===== src/rtl/lsra_pkg.sv =====
`timescale 1ns / 1ps
// Shared constants, types and helpers of the linear scan register allocator.
// No dependencies; every other rtl file imports it.
package lsra_pkg;

    localparam int REG_SLOTS = 8;
    localparam int NSLOTS    = REG_SLOTS - 1;
    localparam int SLOT_W    = (NSLOTS > 1) ? $clog2(NSLOTS) : 1;
    localparam int DATA_W    = 16;
    localparam int REG_W     = 3;

    localparam logic [SLOT_W-1:0] LAST_SLOT = SLOT_W'(NSLOTS - 1);
    localparam logic [REG_W-1:0]  SPILL_REG = REG_W'(REG_SLOTS - 1);

    typedef struct packed {
        logic              we;
        logic [SLOT_W-1:0] addr;
        logic [DATA_W-1:0] owner;
        logic [DATA_W-1:0] last_use;
    } t_slot_wr;

    typedef struct packed {
        logic free;
        logic better;
    } t_scan_res;

    function automatic logic [REG_W-1:0] slot_to_reg(input logic [SLOT_W-1:0] slot);
        logic [31:0] wide;
        wide = 32'(slot);
        return wide[REG_W-1:0];
    endfunction

endpackage


===== src/rtl/linear_scan_register_allocator.sv =====
`timescale 1ns / 1ps
// Top level: sequencer, scan state and result register of the allocator.
// Depends on lsra_pkg, lsra_slot_file and lsra_scan.
//
//   channel  handshake          payload
//   in       i_valid / o_ready  i_interval_id, i_def_point, i_end_point
//   out      o_valid / i_ready  o_assigned_reg, o_self_spilled, o_victim_valid, o_victim_id
//
// An item is accepted in ST_IDLE, then ST_SCAN reads up to NSLOTS slots in order,
// stopping at the first free one: the slot file's single read port sees one slot a cycle.
// Reset clears all busy flags at once; no clearing pass.
// A finished beat waits in the result register; the scan holds on its deciding
// step only while that register is full and not taken.
module linear_scan_register_allocator (
    input  logic        i_clk,
    input  logic        i_rst_n,
    input  logic        i_valid,
    output logic        o_ready,
    input  logic [15:0] i_interval_id,
    input  logic [15:0] i_def_point,
    input  logic [15:0] i_end_point,
    output logic        o_valid,
    input  logic        i_ready,
    output logic [2:0]  o_assigned_reg,
    output logic        o_self_spilled,
    output logic        o_victim_valid,
    output logic [15:0] o_victim_id
);
    import lsra_pkg::*;

    localparam logic ST_IDLE = 1'b0;
    localparam logic ST_SCAN = 1'b1;

    logic              r_state, n_state;
    logic [DATA_W-1:0] r_id, r_def, r_end;
    logic [SLOT_W-1:0] r_idx, n_idx;
    logic [SLOT_W-1:0] r_best_idx, n_best_idx;
    logic [DATA_W-1:0] r_best_end, n_best_end;
    logic [DATA_W-1:0] r_best_owner, n_best_owner;

    logic              r_o_valid, n_o_valid;
    logic [REG_W-1:0]  r_o_reg, n_o_reg;
    logic              r_o_self, n_o_self;
    logic              r_o_vv, n_o_vv;
    logic [DATA_W-1:0] r_o_vid, n_o_vid;

    logic              rd_busy;
    logic [DATA_W-1:0] rd_owner, rd_last_use;
    t_slot_wr          wr;
    t_scan_res         scan;

    logic              out_free;
    logic              step_last;
    logic [SLOT_W-1:0] cand_idx;
    logic [DATA_W-1:0] cand_end, cand_owner;

    lsra_slot_file u_slot_file (
        .i_clk         (i_clk),
        .i_rst_n       (i_rst_n),
        .i_rd_addr     (r_idx),
        .i_wr          (wr),
        .o_rd_busy     (rd_busy),
        .o_rd_owner    (rd_owner),
        .o_rd_last_use (rd_last_use)
    );

    lsra_scan u_scan (
        .i_first    (r_idx == '0),
        .i_busy     (rd_busy),
        .i_last_use (rd_last_use),
        .i_def      (r_def),
        .i_best_end (r_best_end),
        .o_res      (scan)
    );

    assign o_ready   = (r_state == ST_IDLE);
    assign out_free  = !r_o_valid || i_ready;
    assign step_last = (r_idx == LAST_SLOT);

    assign cand_idx   = scan.better ? r_idx       : r_best_idx;
    assign cand_end   = scan.better ? rd_last_use : r_best_end;
    assign cand_owner = scan.better ? rd_owner    : r_best_owner;

    always_comb begin
        n_state      = r_state;
        n_idx        = r_idx;
        n_best_idx   = r_best_idx;
        n_best_end   = r_best_end;
        n_best_owner = r_best_owner;
        n_o_valid    = r_o_valid && !i_ready;
        n_o_reg      = r_o_reg;
        n_o_self     = r_o_self;
        n_o_vv       = r_o_vv;
        n_o_vid      = r_o_vid;
        wr.we        = 1'b0;
        wr.addr      = r_idx;
        wr.owner     = r_id;
        wr.last_use  = r_end;
        case (r_state)
            ST_IDLE: begin
                if (i_valid) begin
                    n_state = ST_SCAN;
                    n_idx   = '0;
                end
            end
            ST_SCAN: begin
                if (scan.free) begin
                    if (out_free) begin
                        wr.we     = 1'b1;
                        n_o_valid = 1'b1;
                        n_o_reg   = slot_to_reg(r_idx);
                        n_o_self  = 1'b0;
                        n_o_vv    = 1'b0;
                        n_o_vid   = '0;
                        n_state   = ST_IDLE;
                    end
                end else if (step_last) begin
                    if (out_free) begin
                        n_o_valid = 1'b1;
                        n_state   = ST_IDLE;
                        if (cand_end < r_end) begin
                            n_o_reg  = SPILL_REG;
                            n_o_self = 1'b1;
                            n_o_vv   = 1'b0;
                            n_o_vid  = '0;
                        end else begin
                            wr.we    = 1'b1;
                            wr.addr  = cand_idx;
                            n_o_reg  = slot_to_reg(cand_idx);
                            n_o_self = 1'b0;
                            n_o_vv   = 1'b1;
                            n_o_vid  = cand_owner;
                        end
                    end
                end else begin
                    n_best_idx   = cand_idx;
                    n_best_end   = cand_end;
                    n_best_owner = cand_owner;
                    n_idx        = r_idx + SLOT_W'(1);
                end
            end
            default: begin
                n_state = ST_IDLE;
            end
        endcase
    end

    always_ff @(posedge i_clk) begin
        if (!i_rst_n) begin
            r_state   <= ST_IDLE;
            r_o_valid <= 1'b0;
        end else begin
            r_state   <= n_state;
            r_o_valid <= n_o_valid;
        end
    end

    always_ff @(posedge i_clk) begin
        if (i_valid && o_ready) begin
            r_id  <= i_interval_id;
            r_def <= i_def_point;
            r_end <= i_end_point;
        end
        r_idx        <= n_idx;
        r_best_idx   <= n_best_idx;
        r_best_end   <= n_best_end;
        r_best_owner <= n_best_owner;
        r_o_reg      <= n_o_reg;
        r_o_self     <= n_o_self;
        r_o_vv       <= n_o_vv;
        r_o_vid      <= n_o_vid;
    end

    assign o_valid        = r_o_valid;
    assign o_assigned_reg = r_o_reg;
    assign o_self_spilled = r_o_self;
    assign o_victim_valid = r_o_vv;
    assign o_victim_id    = r_o_vid;

endmodule


===== src/rtl/lsra_slot_file.sv =====
`timescale 1ns / 1ps
// Register slot storage: busy flags, occupant ids and end points.
// One read port at the scan index, one write port. Depends on lsra_pkg.
module lsra_slot_file (
    input  logic                           i_clk,
    input  logic                           i_rst_n,
    input  logic [lsra_pkg::SLOT_W-1:0]    i_rd_addr,
    input  lsra_pkg::t_slot_wr             i_wr,
    output logic                           o_rd_busy,
    output logic [lsra_pkg::DATA_W-1:0]    o_rd_owner,
    output logic [lsra_pkg::DATA_W-1:0]    o_rd_last_use
);
    import lsra_pkg::*;

    logic [NSLOTS-1:0] r_busy;
    logic [DATA_W-1:0] r_owner    [NSLOTS];
    logic [DATA_W-1:0] r_last_use [NSLOTS];

    always_ff @(posedge i_clk) begin
        if (!i_rst_n) begin
            r_busy <= '0;
        end else if (i_wr.we) begin
            r_busy[i_wr.addr] <= 1'b1;
        end
    end

    always_ff @(posedge i_clk) begin
        if (i_wr.we) begin
            r_owner[i_wr.addr]    <= i_wr.owner;
            r_last_use[i_wr.addr] <= i_wr.last_use;
        end
    end

    assign o_rd_busy     = r_busy[i_rd_addr];
    assign o_rd_owner    = r_owner[i_rd_addr];
    assign o_rd_last_use = r_last_use[i_rd_addr];

endmodule


===== src/rtl/lsra_scan.sv =====
`timescale 1ns / 1ps
// Shared compare unit: free test and furthest-end test for one slot a cycle.
// Depends on lsra_pkg.
module lsra_scan (
    input  logic                        i_first,
    input  logic                        i_busy,
    input  logic [lsra_pkg::DATA_W-1:0] i_last_use,
    input  logic [lsra_pkg::DATA_W-1:0] i_def,
    input  logic [lsra_pkg::DATA_W-1:0] i_best_end,
    output lsra_pkg::t_scan_res         o_res
);
    import lsra_pkg::*;

    assign o_res.free   = !i_busy || (i_last_use <= i_def);
    assign o_res.better = i_first || (i_best_end < i_last_use);

endmodule


===== config.mk =====
export PLATFORM = sky130hd
export DESIGN_NAME = linear_scan_register_allocator
export DESIGN_NICKNAME = d
export VERILOG_FILES = /design/src/rtl/lsra_pkg.sv /design/src/rtl/linear_scan_register_allocator.sv /design/src/rtl/lsra_slot_file.sv /design/src/rtl/lsra_scan.sv
export SDC_FILE = /design/constraint.sdc
export NUM_CORES = 1
export LEC_CHECK = 0
export ABC_AREA = 1
export BUFFER_PORTS_ARGS = -buffer_cell sky130_fd_sc_hd__buf_2
export CAP_MARGIN = 20
export CORE_AREA = 4 4 213 215
export DETAILED_ROUTE_END_ITERATION = 10
export DIE_AREA = 0 0 217 219
export PLACE_DENSITY = 0.59
export RECOVER_POWER = 100
export SYNTH_ARGS = -nofsm -noshare
export SYNTH_HDL_FRONTEND = slang
export SYNTH_HIERARCHICAL = 1
export SYNTH_SLANG_ARGS = --single-unit

===== constraint.sdc =====
create_clock -name i_clk -period 6.85 [get_ports i_clk]
set_input_delay 1.0275 -clock i_clk [delete_from_list [all_inputs] [get_ports i_clk]]
set_output_delay 1.0275 -clock i_clk [all_outputs]
set_load 0.05 [all_outputs]

==> results of run 1 <==
==> synth_stat cells, types with 2 or more instances <==
master / count / area, um^2
a21oi_1: 31 / 155.2
clkbuf_1: 9 / 33.78
buf_6: 6 / 67.56
ha_1: 49 / 613.1
buf_1: 2 / 7.510
inv_2: 3 / 11.26
inv_1: 240 / 900.9
or2_1: 8 / 50.05
nand2_1: 423 / 1588
nor3_2: 2 / 20.02
or2_0: 20 / 125.1
inv_4: 2 / 12.51
dfxtp_1: 9 / 180.2
nor2_2: 10 / 62.56
clkbuf_2: 2 / 10.01
buf_4: 12 / 90.09
nor2_1: 35 / 131.4
nand2_4: 2 / 22.52
or2_2: 16 / 100.1
o21ai_0: 28 / 140.1
nand3_1: 136 / 680.7
nand4_1: 2 / 12.51
buf_2: 18 / 90.09
edfxtp_1: 331 / 9940
==> kinds of logic after synthesis <==
kind of cell,synth area share
buffers and inverters,0.08126
adders and majority gates,0.04059
DFF,0.6700
AOI/OAI and AO/OA,0.02146
and+or+nand+nor,0.1861
xor gates and xnor gates,0.0005800
==> final cells by class <==
class                      instances  area [um^2]  share of cell area
inverter                         246        928.4             0.05396
clock inverter                    26        257.7             0.01498
tap                              592        740.7             0.04305
clock buffer                      40        937.1             0.05447
timing repair buffer              90        465.4             0.02705
sequential                       340        10120              0.5882
multi-input combinational        770         3755              0.2183
==> worst register-to-register path: cells and delay by family (launching register included) <==
kind / cells / cell delay [ns]
and+or+nand+nor: 22 / 2.01
AOI/OAI and AO/OA: 2 / 0.26
DFF: 1 / 0.46
adders and majority gates: 2 / 0.38
buffers and inverters: 8 / 2.38
==> layout by cell type (no fill, tap or decap), types with 2 or more instances in the layout <==
| cell | n |
|---|---|
| nand2_1 | 424 |
| edfxtp_1 | 331 |
| inv_1 | 241 |
| nand3_1 | 136 |
| ha_1 | 49 |
| buf_2 | 47 |
| clkbuf_16 | 37 |
| nor2_1 | 35 |
| a21oi_1 | 31 |
| clkbuf_1 | 31 |
| o21ai_0 | 28 |
| or2_0 | 20 |
| or2_2 | 16 |
| buf_4 | 14 |
| clkinv_1 | 11 |
| nor2_2 | 9 |
| dfxtp_1 | 9 |
| or2_1 | 8 |
| clkinv_2 | 6 |
| bufinv_16 | 5 |
| clkinvlp_4 | 3 |
| inv_2 | 2 |
| nand4_1 | 2 |
| inv_6 | 2 |
| nor3_2 | 2 |
| inv_4 | 2 |
==> metrics by stage <==
step / hold slack [ns] / utilization / setup WS (ns) / instance area [um^2]
detailed placement: 0.4576 / 0.3673 / 1.288 / 16060
floorplan: 0.4306 / - / 1.900 / 15100
finish: 0.4737 / 0.3933 / 0.9649 / 17200
global placement: 0.4537 / 0.3673 / 1.403 / 16060
CTS: 0.4697 / 0.3946 / 1.192 / 17260
global route: 0.4879 / 0.3933 / 0.3900 / 17200
==> how the worst max path moves through the flow <==
stage | startpoint | endpoint | slack [ns] | cells past startpoint
after global placement | r_idx[0] | u_slot_file/r_owner[3][2] | 1.40 | 34
after floorplan | r_idx[1] | u_slot_file/r_last_use[2][0] | 1.90 | 34
final | r_idx[0] | u_slot_file/r_owner[3][4] | 0.96 | 34
after CTS | r_idx[1] | u_slot_file/r_owner[3][5] | 1.19 | 30
after global routing | r_idx[1] | u_slot_file/r_owner[3][4] | 0.39 | 32
after detailed placement | r_idx[0] | u_slot_file/r_owner[3][2] | 1.29 | 34
==> layer usage <==
| metal | part of all wire | global-route usage | wire (um) |
|---|---|---|---|
| met5 | 0 | 0 | 0 |
| met1 | 0.44 | 0.1822 | 14500 |
| met2 | 0.48 | 0.2405 | 15970 |
| met3 | 0.054 | 0.02326 | 1790 |
| met4 | 0.024 | 0.04049 | 793 |
==> report_power, final <==
| part | internal [W] | switching (W) | leakage, nW |
|---|---|---|---|
| combinational | 0.000298 | 0.000699 | 3.67 |
| sequential | 0.00243 | 0.0000508 | 3.11 |
| clock | 0.00118 | 0.000808 | 0.579 |
==> flow_metrics.tcl, run 1 <==
set metrics [dict create \
    path_delay_family "buffers and inverters" \
    syn-num-nets 1506 \
    fin_crit_sh 0.8591 \
    netlist_instances 1405 \
    biggestRegsByFlops "u_slot_file/r_last_use (112), u_slot_file/r_owner (112)" \
    cts_tree "built" \
    initial_core_util 0.3453 \
    max_slew_margin -1.059 \
    path_buf_inv 8 \
    drv_slew 85 \
    max_stage_delay_ns 0.68 \
    rrSetupSlack_ns 0.96 \
    worstHoldPathType "reg -> reg" \
    gr-total-overflow 0 \
    pin_count 75 \
    nFillCells 4254 \
    status "finished, violations left" \
    areaGrowthSynthToFinish_pct 13.90 \
    endpoint_kind "register" \
    crit_path_start_kind "register" \
    finalWorstPathRequiredPeriod_ns 5.885 \
    critPathKind "reg -> reg" \
    total_power_w 0.005461 \
    power_density_nw_per_um2 317.4 \
    worstPathRequired_ns 7.00 \
    drcViolationCount 0 \
    clkSinkCount 340 \
    cts_root_buffer "clkbuf_16" \
    reg2regPathDepth 34 \
    die_w_um 217 \
    syn-cell-area_um2 15100 \
    synth_edf_count 331 \
    dp_cells 2038 \
    routed_via_density 4.544 \
    antenna_left 0 \
    max_freq_ghz 0.1699 \
    antenna_cells 0 \
    track_usage 0.1395 \
    avgSynthCellArea_um2 10.75 \
    ys_seq_elements 340 \
    path_max_fanout 66 \
    hold_end "u_slot_file/r_busy[6]" \
    clk-insertion-delay-late_ns 0.53 \
    hold_violations 0 \
    cts.htree.levels 2 \
    std_cell_rows 77 \
    vdd_drop_max_mv 0.1582 \
    antenna_found_initial 0 \
    p_leak_nw 7.356 \
    failed_checks "max-capacitance violations, max-slew violations" \
    num_vias 9560 \
    whs_path_depth 2 \
    ctsHoldBuffers 0 \
    crit_path_frequent_cell "nand2_1" \
    die-area_um2 47520 \
    yosys_most_used_dff "edfxtp_1" \
    r2r_end "u_slot_file/r_owner[3][4]" \
    skew_ns 0.02679 \
    tightestPinTransition_ns 3.077 \
    cp.arrival_ns 6.03 \
    fin_nets 1586 \
    die_h_um 219 \
    min_from "u_slot_file/r_busy[6]" \
    numPortBuffers 74 \
    async_flop_share 0 \
    setup_viol 0 \
    core_area_um2 43740 \
    dr.pass1.iters 5 \
    drive_gt1_frac 0.09854 \
    yosysSeqAreaShare 0.6700 \
    cts_resized 0 \
    tns_ns 0 \
    cts.path.max_buffers 3 \
    place_congestion 0.8252 \
    grt_pass1_wl_um 52250 \
    rsz0062_at_grt "false" \
    grt_max_degree 105 \
    clk_pin_slew_ns 0.06 \
    instances_no_fill 2104 \
    slowest_stage "inv_1" \
    wl_per_cell_um 15.71 \
    drt_iter0_markers 704 \
    dp_hpwl_um 20230 \
    grt_pass1_vias 9449 \
    cts_setup_buffers 0 \
    drt-total-wl_um 33050 \
    yosys_warnings 6 \
    synthDistinctLibCells 33 \
    timing.rr.start "r_idx[0]" \
    cts-buffers-inserted 37 \
    cap_violations 2 \
]
(Power assumes the default switching activity.)
==> inputs of run 2 (changes only) <==
--- a/config.mk
+++ b/config.mk
@@ -8,12 +8,11 @@
 export ABC_AREA = 1
 export BUFFER_PORTS_ARGS = -buffer_cell sky130_fd_sc_hd__buf_2
 export CAP_MARGIN = 20
-export CORE_AREA = 4 4 213 215
+export CORE_AREA = 4 4 206 208
 export DETAILED_ROUTE_END_ITERATION = 10
-export DIE_AREA = 0 0 217 219
+export DIE_AREA = 0 0 210 212
 export PLACE_DENSITY = 0.59
 export RECOVER_POWER = 100
 export SYNTH_ARGS = -nofsm -noshare
 export SYNTH_HDL_FRONTEND = slang
-export SYNTH_HIERARCHICAL = 1
 export SYNTH_SLANG_ARGS = --single-unit
==> flow_metrics.tcl, run 2 <==
set metrics [dict create \
    die_w_um 210 \
    cts.htree.levels 2 \
    fin_nets 1296 \
    top_layer "met4" \
    rsz0062_at_grt "false" \
    numPortBuffers 74 \
    cts_setup_buffers 0 \
    cp.depth 32 \
    reg2regPathDepth 32 \
    synthTopCellsByArea "edfxtp_1, nand2_1, ha_1, o21ai_0, inv_1" \
    place_congestion 0.8038 \
    dr.pass1.iters 5 \
    whs_path_depth 2 \
    antenna_cells 0 \
    crit_path_start_kind "register" \
    tns_ns 0 \
    dp_hpwl_um 19920 \
    critPathKind "reg -> reg" \
    max_stage_delay_ns 0.54 \
    std_cell_rows 74 \
    ys_seq_elements 343 \
    clkSinkCount 343 \
    yosysSeqAreaShare 0.7216 \
    worstPathRequired_ns 7.01 \
    synth_common_cells "edfxtp_1, nand2_1, o21ai_0" \
    vdd_drop_max_mv 0.1387 \
    hold_violations 0 \
    final_cell_mix "edfxtp_1, nand2_1, o21ai_0" \
    setup_viol 0 \
    fin_crit_sh 0.8962 \
    skew_ns 0.01684 \
    track_usage 0.1410 \
    pre_cts_ws_ns 0.8284 \
    synthDistinctLibCells 35 \
    worstHoldPathType "reg -> reg" \
    ctsHoldBuffers 0 \
    syn-cell-area_um2 14110 \
    yosysTopAreaCell "edfxtp_1" \
    max_slew_margin -0.6864 \
    synth_most_common_cell "edfxtp_1" \
    failed_checks "max-capacitance violations, max-slew violations" \
    grt_max_degree 58 \
    slowest_stage "buf_4" \
    path_buf_inv 7 \
    met1_length_um 15240 \
    grt_pass1_wl_um 49110 \
    status "finished, violations left" \
    biggestRegsByFlops "u_slot_file.r_last_use (112), u_slot_file.r_owner (112)" \
    die-area_um2 44520 \
    antenna_found_initial 0 \
    endpoint_kind "register" \
    synth_edf_count 331 \
    drt-total-wl_um 32000 \
    finalWorstPathRequiredPeriod_ns 6.139 \
    seqCellArea_um2 10180 \
    p_leak_nw 5.991 \
    mostFrequentLayoutCell "edfxtp_1" \
    num_vias 8697 \
    clk_pin_slew_ns 0.06 \
    drv_slew 76 \
    synthDominantCellAreaShare 0.7046 \
    cts_root_buffer "clkbuf_16" \
    cap_violations 2 \
    wl_met3_um 2073 \
    cts-buffers-inserted 37 \
    initial_core_util 0.3479 \
    drt_iter0_markers 684 \
    pin_count 75 \
    avgSynthCellArea_um2 12.72 \
    cts_resized 0 \
    path_max_fanout 57 \
    wl_met2_um 14120 \
    gr-total-overflow 0 \
    antenna_left 0 \
    routed_via_density 4.964 \
    cts.path.max_buffers 3 \
    areaGrowthSynthToFinish_pct 15.48 \
    cts_tree "built" \
    clk-insertion-delay-late_ns 0.52 \
    power_density_nw_per_um2 367.8 \
    wl_per_cell_um 18.26 \
    nFillCells 3792 \
    yosys_most_used_dff "edfxtp_1" \
    crit_path_frequent_cell "nand2_1" \
    max_freq_ghz 0.1629 \
    syn-num-nets 1210 \
    async_flop_share 0 \
    core_area_um2 40550 \
    yosys_warnings 0 \
    multi_input_area_um2 3416 \
    netlist_instances 1109 \
    fin_ws_ns 0.7110 \
    cp.arrival_ns 6.30 \
    path_delay_family "buffers and inverters" \
    drive_gt1_frac 0.1082 \
    post-route-cell-area_um2 16290 \
    placed_area_um2 15160 \
    drcViolationCount 0 \
    grt_pass1_vias 8550 \
    tightestPinTransition_ns 2.530 \
    die_h_um 212 \
]
==> run 2: cell types whose count changed after synthesis, moves of 20 or more <==
cell	change
nand2_1	-212
inv_1	-154
nand3_1	-94
o21ai_0	+59
nor2_1	+47
clkbuf_1	+34
o211ai_1	+30
o22ai_1	+23
a21oi_1	+22
or2_0	-20
==> run 2: logic make-up after synthesis <==
logic type / after synthesis / synth area share
simple gates: 354 / 0.1018
flops: 343 / 0.7216
compound gates: 219 / 0.09109
buf+inv: 136 / 0.03636
fa+ha+maj: 49 / 0.04346
mux: 8 / 0.005677
==> run 2: stage by stage <==
| stage | power [W] | instances | hold WS, ns | utilization |
|---|---|---|---|---|
| final | 0.005992 | 1752 | 0.4778 | 0.4017 |
| after global routing | 0.006342 | 1752 | 0.5028 | 0.4017 |
| after CTS | 0.006073 | 1752 | 0.4791 | 0.4036 |
| after detailed placement | 0.004060 | 1688 | 0.4696 | 0.3738 |
| after global placement | 0.004025 | 1688 | 0.4606 | 0.3738 |
| after floorplan | 0.003604 | 1109 | 0.4306 | - |
==> run 2: worst reg2reg max path: cells and delay by family, from the launching register on <==
kind / cells / cell delay [ns]
flip-flops: 1 / 0.36
AND/OR/NAND/NOR: 17 / 1.44
AO/OA/AOI/OAI: 6 / 1.07
buffers and inverters: 7 / 2.34
adder cells (fa/ha/maj): 2 / 0.56
==> run 2: layout make-up <==
class	instances	share of cell area
sequential	343	0.6250
clock buffer	42	0.05860
tap	532	0.04086
multi-input combinational	630	0.2097
clock inverter	22	0.01559
timing repair buffer	94	0.02980
inverter	89	0.02051
==> run 2: final timing paths <==
| kind | from | endpoint | slack [ns] |
|---|---|---|---|
| min reg2reg | u_slot_file.r_busy[6] | u_slot_file.r_busy[6] | 0.48 |
| max reg2reg | register | u_slot_file.r_last_use[5][5] | 0.71 |
| min | u_slot_file.r_busy[6] | u_slot_file.r_busy[6] | 0.48 |
| max | register | u_slot_file.r_last_use[5][5] | 0.71 |
==> run 2: layer usage <==
| layer | track usage | vias up |
|---|---|---|
| li1 | - | 4167 |
| met1 | 0.2095 | 4254 |
| met2 | 0.2124 | 234 |
| met3 | 0.02863 | 42 |
| met4 | 0.03825 | 0 |
| met5 | 0 | - |
==> run 2: where the power goes <==
group | switching (W) | internal (W) | leakage (nW)
clock | 0.000803 | 0.00119 | 0.587
sequential | 0.0000770 | 0.00252 | 3.13
combinational | 0.000997 | 0.000404 | 2.27
